`config.mk`:
```
export PLATFORM = sky130hd
export DESIGN_NAME = bounce_easing_curve_unit
export DESIGN_NICKNAME = d
export VERILOG_FILES = /design/src/rtl/bec_pkg.sv /design/src/rtl/bounce_easing_curve_unit.sv /design/src/rtl/bec_prep.sv /design/src/rtl/bec_arith.sv /design/src/rtl/bec_final.sv
export SDC_FILE = /design/constraint.sdc
export NUM_CORES = 2
export LEC_CHECK = 0
export BUFFER_PORTS_ARGS = -buffer_cell sky130_fd_sc_hd__buf_2
export CELL_PAD_IN_SITES_DETAIL_PLACEMENT = 1
export CELL_PAD_IN_SITES_GLOBAL_PLACEMENT = 1
export CORE_MARGIN = 5
export CORE_UTILIZATION = 35
export CTS_BUF_LIST = sky130_fd_sc_hd__clkbuf_16
export DETAILED_ROUTE_END_ITERATION = 8
export PLACE_DENSITY = 0.64
export SLEW_MARGIN = 10
export SYNTH_ARGS = -nofsm -noshare
export SYNTH_HDL_FRONTEND = slang
export SYNTH_HIERARCHICAL = 1
export SYNTH_SLANG_ARGS = --single-unit
export TNS_END_PERCENT = 20
```
`constraint.sdc`:
```
create_clock -name clock -period 14.1 [get_ports clock]
set_input_delay 2.82 -clock clock [delete_from_list [all_inputs] [get_ports clock]]
set_output_delay 2.82 -clock clock [all_outputs]
set_load 0.1 [all_outputs]
```
`src/rtl/bec_pkg.sv`:
```
// ----------------------------------------------------------------------------
// bec_pkg
// Shared types and coefficient table for the bounce easing curve unit.
// ----------------------------------------------------------------------------
package bec_pkg;

   localparam int OUT_W = 17;
   localparam int FUNC_W = 2;
   localparam logic [OUT_W-1:0] OUT_MAX = '1;

   typedef enum logic [FUNC_W-1:0] {
      MODE_IN    = 2'd0,
      MODE_OUT   = 2'd1,
      MODE_INOUT = 2'd2,
      MODE_OUTIN = 2'd3
   } mode_type;

   // per-item control that rides along with the datapath
   typedef struct packed {
      logic       valid;
      mode_type   mode;
      logic       upper;   // in-out: second half of the curve
      logic [2:0] seg;     // curve segment
   } ctl_type;

   // a + b*t + c*t^2 in 1/16 units, plus offset k in 1/1024 units
   typedef struct packed {
      logic signed [9:0] a;
      logic signed [9:0] b;
      logic signed [9:0] c;
      logic [10:0]       k;
   } coef_type;

   function automatic coef_type seg_coef(input logic outin, input logic [2:0] seg);
      coef_type cf;
      cf = '{a: 10'sd0, b: 10'sd0, c: 10'sd121, k: 11'd0};
      case ({outin, seg})
         4'b0_000: cf = '{a: 10'sd0,    b: 10'sd0,    c: 10'sd121,  k: 11'd0};
         4'b0_001: cf = '{a: 10'sd0,    b: 10'sd0,    c: 10'sd121,  k: 11'd768};
         4'b0_010: cf = '{a: 10'sd0,    b: 10'sd0,    c: 10'sd121,  k: 11'd960};
         4'b0_011: cf = '{a: 10'sd0,    b: 10'sd0,    c: 10'sd121,  k: 11'd1008};
         4'b1_000: cf = '{a: 10'sd0,    b: 10'sd0,    c: 10'sd242,  k: 11'd0};
         4'b1_001: cf = '{a: 10'sd24,   b: -10'sd132, c: 10'sd242,  k: 11'd0};
         4'b1_010: cf = '{a: 10'sd48,   b: -10'sd198, c: 10'sd242,  k: 11'd0};
         4'b1_011: cf = '{a: 10'sd63,   b: -10'sd231, c: 10'sd242,  k: 11'd0};
         4'b1_100: cf = '{a: -10'sd58,  b: 10'sd253,  c: -10'sd242, k: 11'd0};
         4'b1_101: cf = '{a: -10'sd76,  b: 10'sd286,  c: -10'sd242, k: 11'd0};
         4'b1_110: cf = '{a: -10'sd118, b: 10'sd352,  c: -10'sd242, k: 11'd0};
         4'b1_111: cf = '{a: -10'sd226, b: 10'sd484,  c: -10'sd242, k: 11'd0};
         default:  cf = '{a: 10'sd0,    b: 10'sd0,    c: 10'sd121,  k: 11'd0};
      endcase
      return cf;
   endfunction

endpackage

```
`src/rtl/bounce_easing_curve_unit.sv`:
```
// ----------------------------------------------------------------------------
// bounce_easing_curve_unit
// Bounce easing curve in unsigned fixed point (1.0 = 2^FRAC_BITS): in, out,
// in-out and out-in, five-stage pipeline.
// ----------------------------------------------------------------------------
//  channel  | ports                                  | handshake
//  ---------+----------------------------------------+---------------------------
//  request  | start, busy, req_func, req_position    | taken when start && !busy
//  response | rsp_valid, rsp_eased_value             | one-cycle strobe, no hold
//
//  One item per cycle. Each item passes through five register stages in order:
//  clamp/segment, square, coefficient, sum, round/saturate.
//  The square is formed in stage two.
//  busy is high only during reset; reset clears the valid bits of every stage.
//  The receiver cannot stall, so the pipeline never stops.
// ----------------------------------------------------------------------------
module bounce_easing_curve_unit import bec_pkg::*; #(
   parameter int FRAC_BITS = 16
) (
   input  logic               clock,
   input  logic               reset,
   input  logic               start,
   output logic               busy,
   input  logic [FUNC_W-1:0]  req_func,
   input  logic [OUT_W-1:0]   req_position,
   output logic               rsp_valid,
   output logic [OUT_W-1:0]   rsp_eased_value
);

   ctl_type                         s1_ctl;
   ctl_type                         s4_ctl;
   logic [FRAC_BITS:0]              s1_m;
   logic [FRAC_BITS:0]              s1_t;
   logic signed [2*FRAC_BITS+12:0]  s4_acc;

   assign busy = reset;

   bec_prep #(.FRAC_BITS(FRAC_BITS)) u_prep (
      .clock       (clock),
      .reset       (reset),
      .in_valid    (start && !busy),
      .in_func     (req_func),
      .in_position (req_position),
      .s1_ctl      (s1_ctl),
      .s1_m        (s1_m),
      .s1_t        (s1_t)
   );

   bec_arith #(.FRAC_BITS(FRAC_BITS)) u_arith (
      .clock  (clock),
      .reset  (reset),
      .s1_ctl (s1_ctl),
      .s1_m   (s1_m),
      .s1_t   (s1_t),
      .s4_ctl (s4_ctl),
      .s4_acc (s4_acc)
   );

   bec_final #(.FRAC_BITS(FRAC_BITS)) u_final (
      .clock     (clock),
      .reset     (reset),
      .s4_ctl    (s4_ctl),
      .s4_acc    (s4_acc),
      .out_valid (rsp_valid),
      .out_value (rsp_eased_value)
   );

endmodule

```
`src/rtl/bec_prep.sv`:
```
// ----------------------------------------------------------------------------
// bec_prep
// Stage 1: clamp, fold the mode into a curve argument, pick the segment
// and form the operand to be squared.
// ----------------------------------------------------------------------------
module bec_prep import bec_pkg::*; #(
   parameter int FRAC_BITS = 16
) (
   input  logic                 clock,
   input  logic                 reset,
   input  logic                 in_valid,
   input  logic [FUNC_W-1:0]    in_func,
   input  logic [OUT_W-1:0]     in_position,
   output ctl_type              s1_ctl,
   output logic [FRAC_BITS:0]   s1_m,
   output logic [FRAC_BITS:0]   s1_t
);

   localparam int W  = FRAC_BITS + 2;
   localparam int CW = (W > OUT_W) ? W : OUT_W;

   localparam logic [63:0] ONE64  = 64'd1 << FRAC_BITS;
   localparam logic [63:0] B2_11  = ((64'd2  << (FRAC_BITS + 1)) + 64'd11) / 64'd22;
   localparam logic [63:0] B4_11  = ((64'd4  << (FRAC_BITS + 1)) + 64'd11) / 64'd22;
   localparam logic [63:0] B5_11  = ((64'd5  << (FRAC_BITS + 1)) + 64'd11) / 64'd22;
   localparam logic [63:0] B6_11  = ((64'd6  << (FRAC_BITS + 1)) + 64'd11) / 64'd22;
   localparam logic [63:0] B7_11  = ((64'd7  << (FRAC_BITS + 1)) + 64'd11) / 64'd22;
   localparam logic [63:0] B8_11  = ((64'd8  << (FRAC_BITS + 1)) + 64'd11) / 64'd22;
   localparam logic [63:0] B9_11  = ((64'd9  << (FRAC_BITS + 1)) + 64'd11) / 64'd22;
   localparam logic [63:0] B10_11 = ((64'd10 << (FRAC_BITS + 1)) + 64'd11) / 64'd22;
   localparam logic [63:0] B21_22 = ((64'd21 << (FRAC_BITS + 1)) + 64'd22) / 64'd44;

   localparam logic [W-1:0] ONE_W  = W'(ONE64);
   localparam logic [W-1:0] HALF_W = W'(ONE64 >> 1);

   ctl_type              s1_ctl_ff, s1_ctl_in;
   logic [FRAC_BITS:0]   s1_m_ff, s1_m_in;
   logic [FRAC_BITS:0]   s1_t_ff, s1_t_in;

   logic [CW-1:0]        xe;
   logic [W-1:0]         xc;
   logic [W-1:0]         x2;
   logic [W-1:0]         u;
   logic [W-1:0]         center;
   logic [2:0]           bseg;
   logic [2:0]           oseg;
   logic signed [W:0]    ds;
   logic signed [W:0]    ad;
   mode_type             mode;

   always_comb begin
      mode = mode_type'(in_func);
      xe = CW'(in_position);
      if (xe > CW'(ONE64)) begin
         xe = CW'(ONE64);
      end
      xc = W'(xe);
      x2 = xc << 1;

      case (mode)
         MODE_IN:    u = ONE_W - xc;
         MODE_OUT:   u = xc;
         MODE_INOUT: begin
            if (xc < HALF_W) begin
               u = ONE_W - x2;
            end else begin
               u = x2 - ONE_W;
            end
         end
         default:    u = xc;
      endcase

      // quadratic bounce: four arcs, each centered on its own bounce
      if (u < W'(B4_11)) begin
         bseg = 3'd0;
         center = '0;
      end else if (u < W'(B8_11)) begin
         bseg = 3'd1;
         center = W'(B6_11);
      end else if (u < W'(B10_11)) begin
         bseg = 3'd2;
         center = W'(B9_11);
      end else begin
         bseg = 3'd3;
         center = W'(B21_22);
      end
      ds = $signed({1'b0, u}) - $signed({1'b0, center});
      ad = ds[W] ? -ds : ds;

      // out-in polynomial segments; upper half bounds are inclusive
      if (xc < W'(B2_11)) begin
         oseg = 3'd0;
      end else if (xc < W'(B4_11)) begin
         oseg = 3'd1;
      end else if (xc < W'(B5_11)) begin
         oseg = 3'd2;
      end else if (xc < HALF_W) begin
         oseg = 3'd3;
      end else if (xc <= W'(B6_11)) begin
         oseg = 3'd4;
      end else if (xc <= W'(B7_11)) begin
         oseg = 3'd5;
      end else if (xc <= W'(B9_11)) begin
         oseg = 3'd6;
      end else begin
         oseg = 3'd7;
      end

      s1_ctl_in.valid = in_valid;
      s1_ctl_in.mode  = mode;
      s1_ctl_in.upper = (xc >= HALF_W);
      s1_t_in = xc[FRAC_BITS:0];
      if (mode == MODE_OUTIN) begin
         s1_ctl_in.seg = oseg;
         s1_m_in = xc[FRAC_BITS:0];
      end else begin
         s1_ctl_in.seg = bseg;
         s1_m_in = ad[FRAC_BITS:0];
      end
   end

   always_ff @(posedge clock) begin
      if (reset) begin
         s1_ctl_ff.valid <= 1'b0;
      end else begin
         s1_ctl_ff.valid <= s1_ctl_in.valid;
      end
      s1_ctl_ff.mode  <= s1_ctl_in.mode;
      s1_ctl_ff.upper <= s1_ctl_in.upper;
      s1_ctl_ff.seg   <= s1_ctl_in.seg;
      s1_m_ff <= s1_m_in;
      s1_t_ff <= s1_t_in;
   end

   assign s1_ctl = s1_ctl_ff;
   assign s1_m   = s1_m_ff;
   assign s1_t   = s1_t_ff;

endmodule

```
`src/rtl/bec_arith.sv`:
```
// ----------------------------------------------------------------------------
// bec_arith
// Stages 2 to 4: square and linear term, quadratic coefficient, then the
// exact sum a + b*t + c*m^2 at 2F+4 fraction bits.
// ----------------------------------------------------------------------------
module bec_arith import bec_pkg::*; #(
   parameter int FRAC_BITS = 16
) (
   input  logic                          clock,
   input  logic                          reset,
   input  ctl_type                       s1_ctl,
   input  logic [FRAC_BITS:0]            s1_m,
   input  logic [FRAC_BITS:0]            s1_t,
   output ctl_type                       s4_ctl,
   output logic signed [2*FRAC_BITS+12:0] s4_acc
);

   localparam int SQW = 2 * FRAC_BITS + 2;
   localparam int BW  = FRAC_BITS + 12;
   localparam int AW  = 2 * FRAC_BITS + 13;

   ctl_type               s2_ctl_ff, s3_ctl_ff, s4_ctl_ff;
   logic [SQW-1:0]        s2_sq_ff, s2_sq_in;
   logic signed [BW-1:0]  s2_bt_ff, s2_bt_in;
   logic signed [BW-1:0]  s3_bt_ff;
   logic signed [AW-1:0]  s3_prod_ff, s3_prod_in;
   logic signed [AW-1:0]  s4_acc_ff, s4_acc_in;

   coef_type              cf2, cf3, cf4;
   logic signed [AW-1:0]  sq_s, s121, s242;

   // stage 2
   always_comb begin
      cf2 = seg_coef(s1_ctl.mode == MODE_OUTIN, s1_ctl.seg);
      s2_sq_in = s1_m * s1_m;
      s2_bt_in = BW'(cf2.b) * BW'($signed({1'b0, s1_t}));
   end

   // stage 3: c is 121, 242 or -242, so shift and add
   always_comb begin
      cf3  = seg_coef(s2_ctl_ff.mode == MODE_OUTIN, s2_ctl_ff.seg);
      sq_s = AW'($signed({1'b0, s2_sq_ff}));
      s121 = (sq_s <<< 7) - (sq_s <<< 3) + sq_s;
      s242 = s121 <<< 1;
      if (cf3.c == 10'sd121) begin
         s3_prod_in = s121;
      end else if (cf3.c == 10'sd242) begin
         s3_prod_in = s242;
      end else begin
         s3_prod_in = -s242;
      end
   end

   // stage 4
   always_comb begin
      cf4 = seg_coef(s3_ctl_ff.mode == MODE_OUTIN, s3_ctl_ff.seg);
      s4_acc_in = s3_prod_ff + (AW'(cf4.a) <<< (2 * FRAC_BITS))
                + (AW'(s3_bt_ff) <<< FRAC_BITS);
   end

   always_ff @(posedge clock) begin
      if (reset) begin
         s2_ctl_ff.valid <= 1'b0;
         s3_ctl_ff.valid <= 1'b0;
         s4_ctl_ff.valid <= 1'b0;
      end else begin
         s2_ctl_ff.valid <= s1_ctl.valid;
         s3_ctl_ff.valid <= s2_ctl_ff.valid;
         s4_ctl_ff.valid <= s3_ctl_ff.valid;
      end
      s2_ctl_ff.mode  <= s1_ctl.mode;
      s2_ctl_ff.upper <= s1_ctl.upper;
      s2_ctl_ff.seg   <= s1_ctl.seg;
      s3_ctl_ff.mode  <= s2_ctl_ff.mode;
      s3_ctl_ff.upper <= s2_ctl_ff.upper;
      s3_ctl_ff.seg   <= s2_ctl_ff.seg;
      s4_ctl_ff.mode  <= s3_ctl_ff.mode;
      s4_ctl_ff.upper <= s3_ctl_ff.upper;
      s4_ctl_ff.seg   <= s3_ctl_ff.seg;
      s2_sq_ff   <= s2_sq_in;
      s2_bt_ff   <= s2_bt_in;
      s3_bt_ff   <= s2_bt_ff;
      s3_prod_ff <= s3_prod_in;
      s4_acc_ff  <= s4_acc_in;
   end

   assign s4_ctl = s4_ctl_ff;
   assign s4_acc = s4_acc_ff;

endmodule

```
`src/rtl/bec_final.sv`:
```
// ----------------------------------------------------------------------------
// bec_final
// Stage 5: round, add the bounce offset, saturate, unfold the mode and
// register the result.
// ----------------------------------------------------------------------------
module bec_final import bec_pkg::*; #(
   parameter int FRAC_BITS = 16
) (
   input  logic                           clock,
   input  logic                           reset,
   input  ctl_type                        s4_ctl,
   input  logic signed [2*FRAC_BITS+12:0] s4_acc,
   output logic                           out_valid,
   output logic [OUT_W-1:0]               out_value
);

   localparam int W  = FRAC_BITS + 2;
   localparam int AW = 2 * FRAC_BITS + 13;
   localparam int RW = AW - (FRAC_BITS + 4);
   localparam int KW = FRAC_BITS + 13;
   localparam int CW = (W > OUT_W) ? W : OUT_W;
   localparam logic [W-1:0] ONE_W = W'(64'd1 << FRAC_BITS);

   logic                  out_valid_ff, out_valid_in;
   logic [OUT_W-1:0]      out_value_ff, out_value_in;

   coef_type              cf;
   logic [KW-1:0]         kx;
   logic signed [AW-1:0]  sum;
   logic [RW-1:0]         rq;
   logic [RW-1:0]         r;
   logic [W-1:0]          rw;
   logic [W-1:0]          y;
   logic [CW-1:0]         ye;

   always_comb begin
      cf  = seg_coef(s4_ctl.mode == MODE_OUTIN, s4_ctl.seg);
      // offset in 1/1024 units, rounded half up to the fraction width
      kx  = (KW'(cf.k) << (FRAC_BITS + 1)) + KW'(1024);
      sum = s4_acc + (AW'(1) <<< (FRAC_BITS + 3));
      rq  = RW'(sum >>> (FRAC_BITS + 4));
      if (!s4_acc[AW-1] && (s4_acc != '0)) begin
         r = rq;
      end else begin
         r = '0;
      end
      r = r + RW'(kx >> 11);
      if (r > RW'(ONE_W)) begin
         r = RW'(ONE_W);
      end
      rw = W'(r);

      case (s4_ctl.mode)
         MODE_IN:    y = ONE_W - rw;
         MODE_OUT:   y = rw;
         MODE_INOUT: begin
            if (s4_ctl.upper) begin
               y = (rw + ONE_W + W'(1)) >> 1;
            end else begin
               y = (ONE_W - rw + W'(1)) >> 1;
            end
         end
         default:    y = rw;
      endcase
      if (y > ONE_W) begin
         y = ONE_W;
      end
      ye = CW'(y);
      if (ye > CW'(OUT_MAX)) begin
         ye = CW'(OUT_MAX);
      end
      out_value_in = OUT_W'(ye);
      out_valid_in = s4_ctl.valid;
   end

   always_ff @(posedge clock) begin
      if (reset) begin
         out_valid_ff <= 1'b0;
      end else begin
         out_valid_ff <= out_valid_in;
      end
      out_value_ff <= out_value_in;
   end

   assign out_valid = out_valid_ff;
   assign out_value = out_value_ff;

endmodule

```
==> reports/qor.yml <==
outcome: "finished, final reports clean"
syn2layout_area_growth_pct: 7.75
antenna_found_initial: 2
nFillCells: 11300
dieArea_sq_um: 101000
die_w_um: 318
final_max_slew_viol_count: 0
fmax_mhz: 112
rsz0062_at_grt: "no"
final_layout_size_suffix_gt1_share_pct: 5.92
numCtsBuffers: 35
start_util_pct: 35.1
async_reset_ff_share_pct: 0
syn-num-nets: 4619
grt_pass1_wl_um: 164000
die_h_um: 318
grt_pass1_vias: 29800
avgSynthCellArea_sq_um: 8.43
dp_hpwl_um: 82000
dr_total_vias: 27700
drt-initial-drc-count: 1223
fin_crit_ns: 8.91
slew_headroom_pct: 29.9
mostFrequentLayoutCell: "inv_1"
endpoint_kind: "register"
ys_seq_area_share_pct: 15.6
num_rows: 113
ys_seq_elements: 259
clkSinkCount: 259
hold_viol_final: 0
drtAntennaViolNets: 0
cap_violations: 0
mostFrequentLayoutCells: "519 x inv_1, 333 x ha_1, 327 x fa_1"
cts-root-buf: "clkbuf_16"
cts_setup_buffers: 0
arrival_ns: 9.37
hp-class: "reg2reg"
fin_tns_setup_ns: 0
core_sq_um: 94600
critPathKind: "in2reg"
finalSetupViolations: 0
synth_edf_count: 0
synthFlopType: "dfxtp_1"
drt-total-wl_um: 101000
netlist_instances: 3937
grt_start_max_net_pins: 46
period_share_pct: 63.2
clock_latency_ns: 0.56
synth.top_cell.area_share_pct: 19.7
grt_overflow: 0
required_ns: 14.56
cts-resized-gates: 0
synth_area_sq_um: 33200
nets: 4592
cts_hold_buf: 0
io_pins: 41
yosysUniqueCellTypes: 116
gp_congestion: 0.890
cts_buffer_depth: 3
yosysWarnings: 6
yosysTopAreaCell: "fa_1"
synth.area.top_cells: "fa_1 20%, dfxtp_1 16%, ha_1 13%"
io_buffers: 40
htree_levels: 2
firstDrtPassIters: 5
viasPerCell: 5.33
critPathMaxFanout: 34
multi_input_area_sq_um: 25400
grtUsageTotal_pct: 19.6
tightest_slew_ns: 1.05
seqCellArea_sq_um: 5180
cp-start-kind: "input pin"
finClkSkew_ns: 0.0256
wl_per_cell_um: 19.4
cts.reportedPaths.clkPinSlew_ns: 0.06
cts_tree: "yes"
drc: 0
-- layer usage --
metal,vias to the layer above,wire length [um],part of all wire [%],track usage (%)
met3,128,2340,2.3,1.81
met1,13900,45700,45,25.3
met2,362,50300,50,35.6
met4,0,2330,2.3,4.40
li1,13400,-,-,-
met5,-,0,0,0
-- critical path: stages --
cell and delay (ns):
buf_2 0.50, inv_1 0.42, nand2_1 0.24, ha_1 0.42, o21ai_1 0.40, or4_1 0.60, o31ai_1 0.11, or2_2 0.22
nand3_1 0.09, a31oi_2 0.52, nand2_1 0.28, ha_1 0.33, nor2b_1 0.15, o31ai_2 0.45, a21oi_1 0.15, a2111oi_2 0.54
o211ai_1 0.26, nor2_1 0.23, nand3_1 0.11, nor4_1 0.33, a2bb2oi_1 0.17
-- worst paths after layout --
kind                               end  cells after the start                  from  slack (ns)
hold / removal    u_arith/s3_bt_ff[21]                      0  u_arith/s2_bt_ff[21]        0.32
hold reg to reg   u_arith/s3_bt_ff[21]                      0  u_arith/s2_bt_ff[21]        0.32
setup reg to reg  u_final/out_value[8]                     27     u_arith/s4_acc[5]        5.68
setup / recovery       u_prep/s1_m[16]                     21      req_position[16]        5.19
-- metrics by stage --
step	cells	instance area, sq um	setup slack (ns)	util (%)	hold WS [ns]
global route	5201	35800	4.56	37.8	0.327
global placement	5138	34600	4.76	36.6	0.310
CTS	5201	35800	5.17	37.8	0.318
floorplan	3937	33200	6.54	-	0.310
detailed placement	5138	34600	4.66	36.6	0.313
finish	5202	35800	5.19	37.8	0.316
-- cells by family (layout without fill, tap and decap cells) --
logic type | Yosys count | after routing | synth area share, %
and+or+nand+nor | 1254 | 1254 | 19.9
AOI/OAI and AO/OA | 827 | 827 | 17.0
adders and majority gates | 660 | 660 | 32.3
buffers and inverters | 655 | 654 | 7.74
xor gates and xnor gates | 266 | 266 | 7.02
DFF | 259 | 259 | 15.6
muxes | 16 | 16 | 0.486
other | 0 | 1 | 0
-- cell usage after synthesis (12+ instances only) --
library cell and count:
ha_1 333, nor3b_1 16, o31ai_1 28, a31oi_1 37, or2_2 31, fa_1 327
o31a_1 12, nor4_1 44, and3_1 26, inv_1 515, and2_1 180, o21ai_1 13
o21a_1 41, o21ai_0 162, clkbuf_1 94, dfxtp_1 259, a2111oi_0 12, nor2_1 235
o22ai_1 16, a211o_1 14, a211oi_1 32, nor2b_1 41, mux2i_1 15, buf_2 22
o21bai_1 24, nand4_1 36, nand3_1 76, a21oi_1 197, buf_4 12, nor3_1 95
or3_1 33, xor2_1 91, o211ai_1 22, nand2_1 308, nand2b_1 45, a21o_1 54
xnor2_1 175
-- flip-flops by register name, summed over array words and instances (netlist names) --
register	count
u_prep/s1_m	17
u_final/out_valid	1
u_arith/s2_ctl_ff	7
u_arith/s2_sq_ff	33
u_final/out_value	17
u_arith/s4_acc	45
u_arith/s3_prod_ff	45
u_arith/s4_ctl	7
u_arith/s2_bt_ff	28
u_prep/s1_ctl	7
u_prep/s1_t	17
u_arith/s3_ctl_ff	7
u_arith/s3_bt_ff	28
-- final cells by class --
cell class / instances / area share [%]
multi-input cells: 3023 / 71.1
diodes: 1 / 0.00700
clock buffers: 36 / 2.52
inverters: 519 / 5.45
clock inverters: 27 / 0.735
flip-flops and latches: 259 / 14.5
repair buffers: 72 / 1.23
well taps: 1265 / 4.43
Power is not shown: default switching activity piles up to over one toggle a cycle in this logic, so the estimate is an artifact.
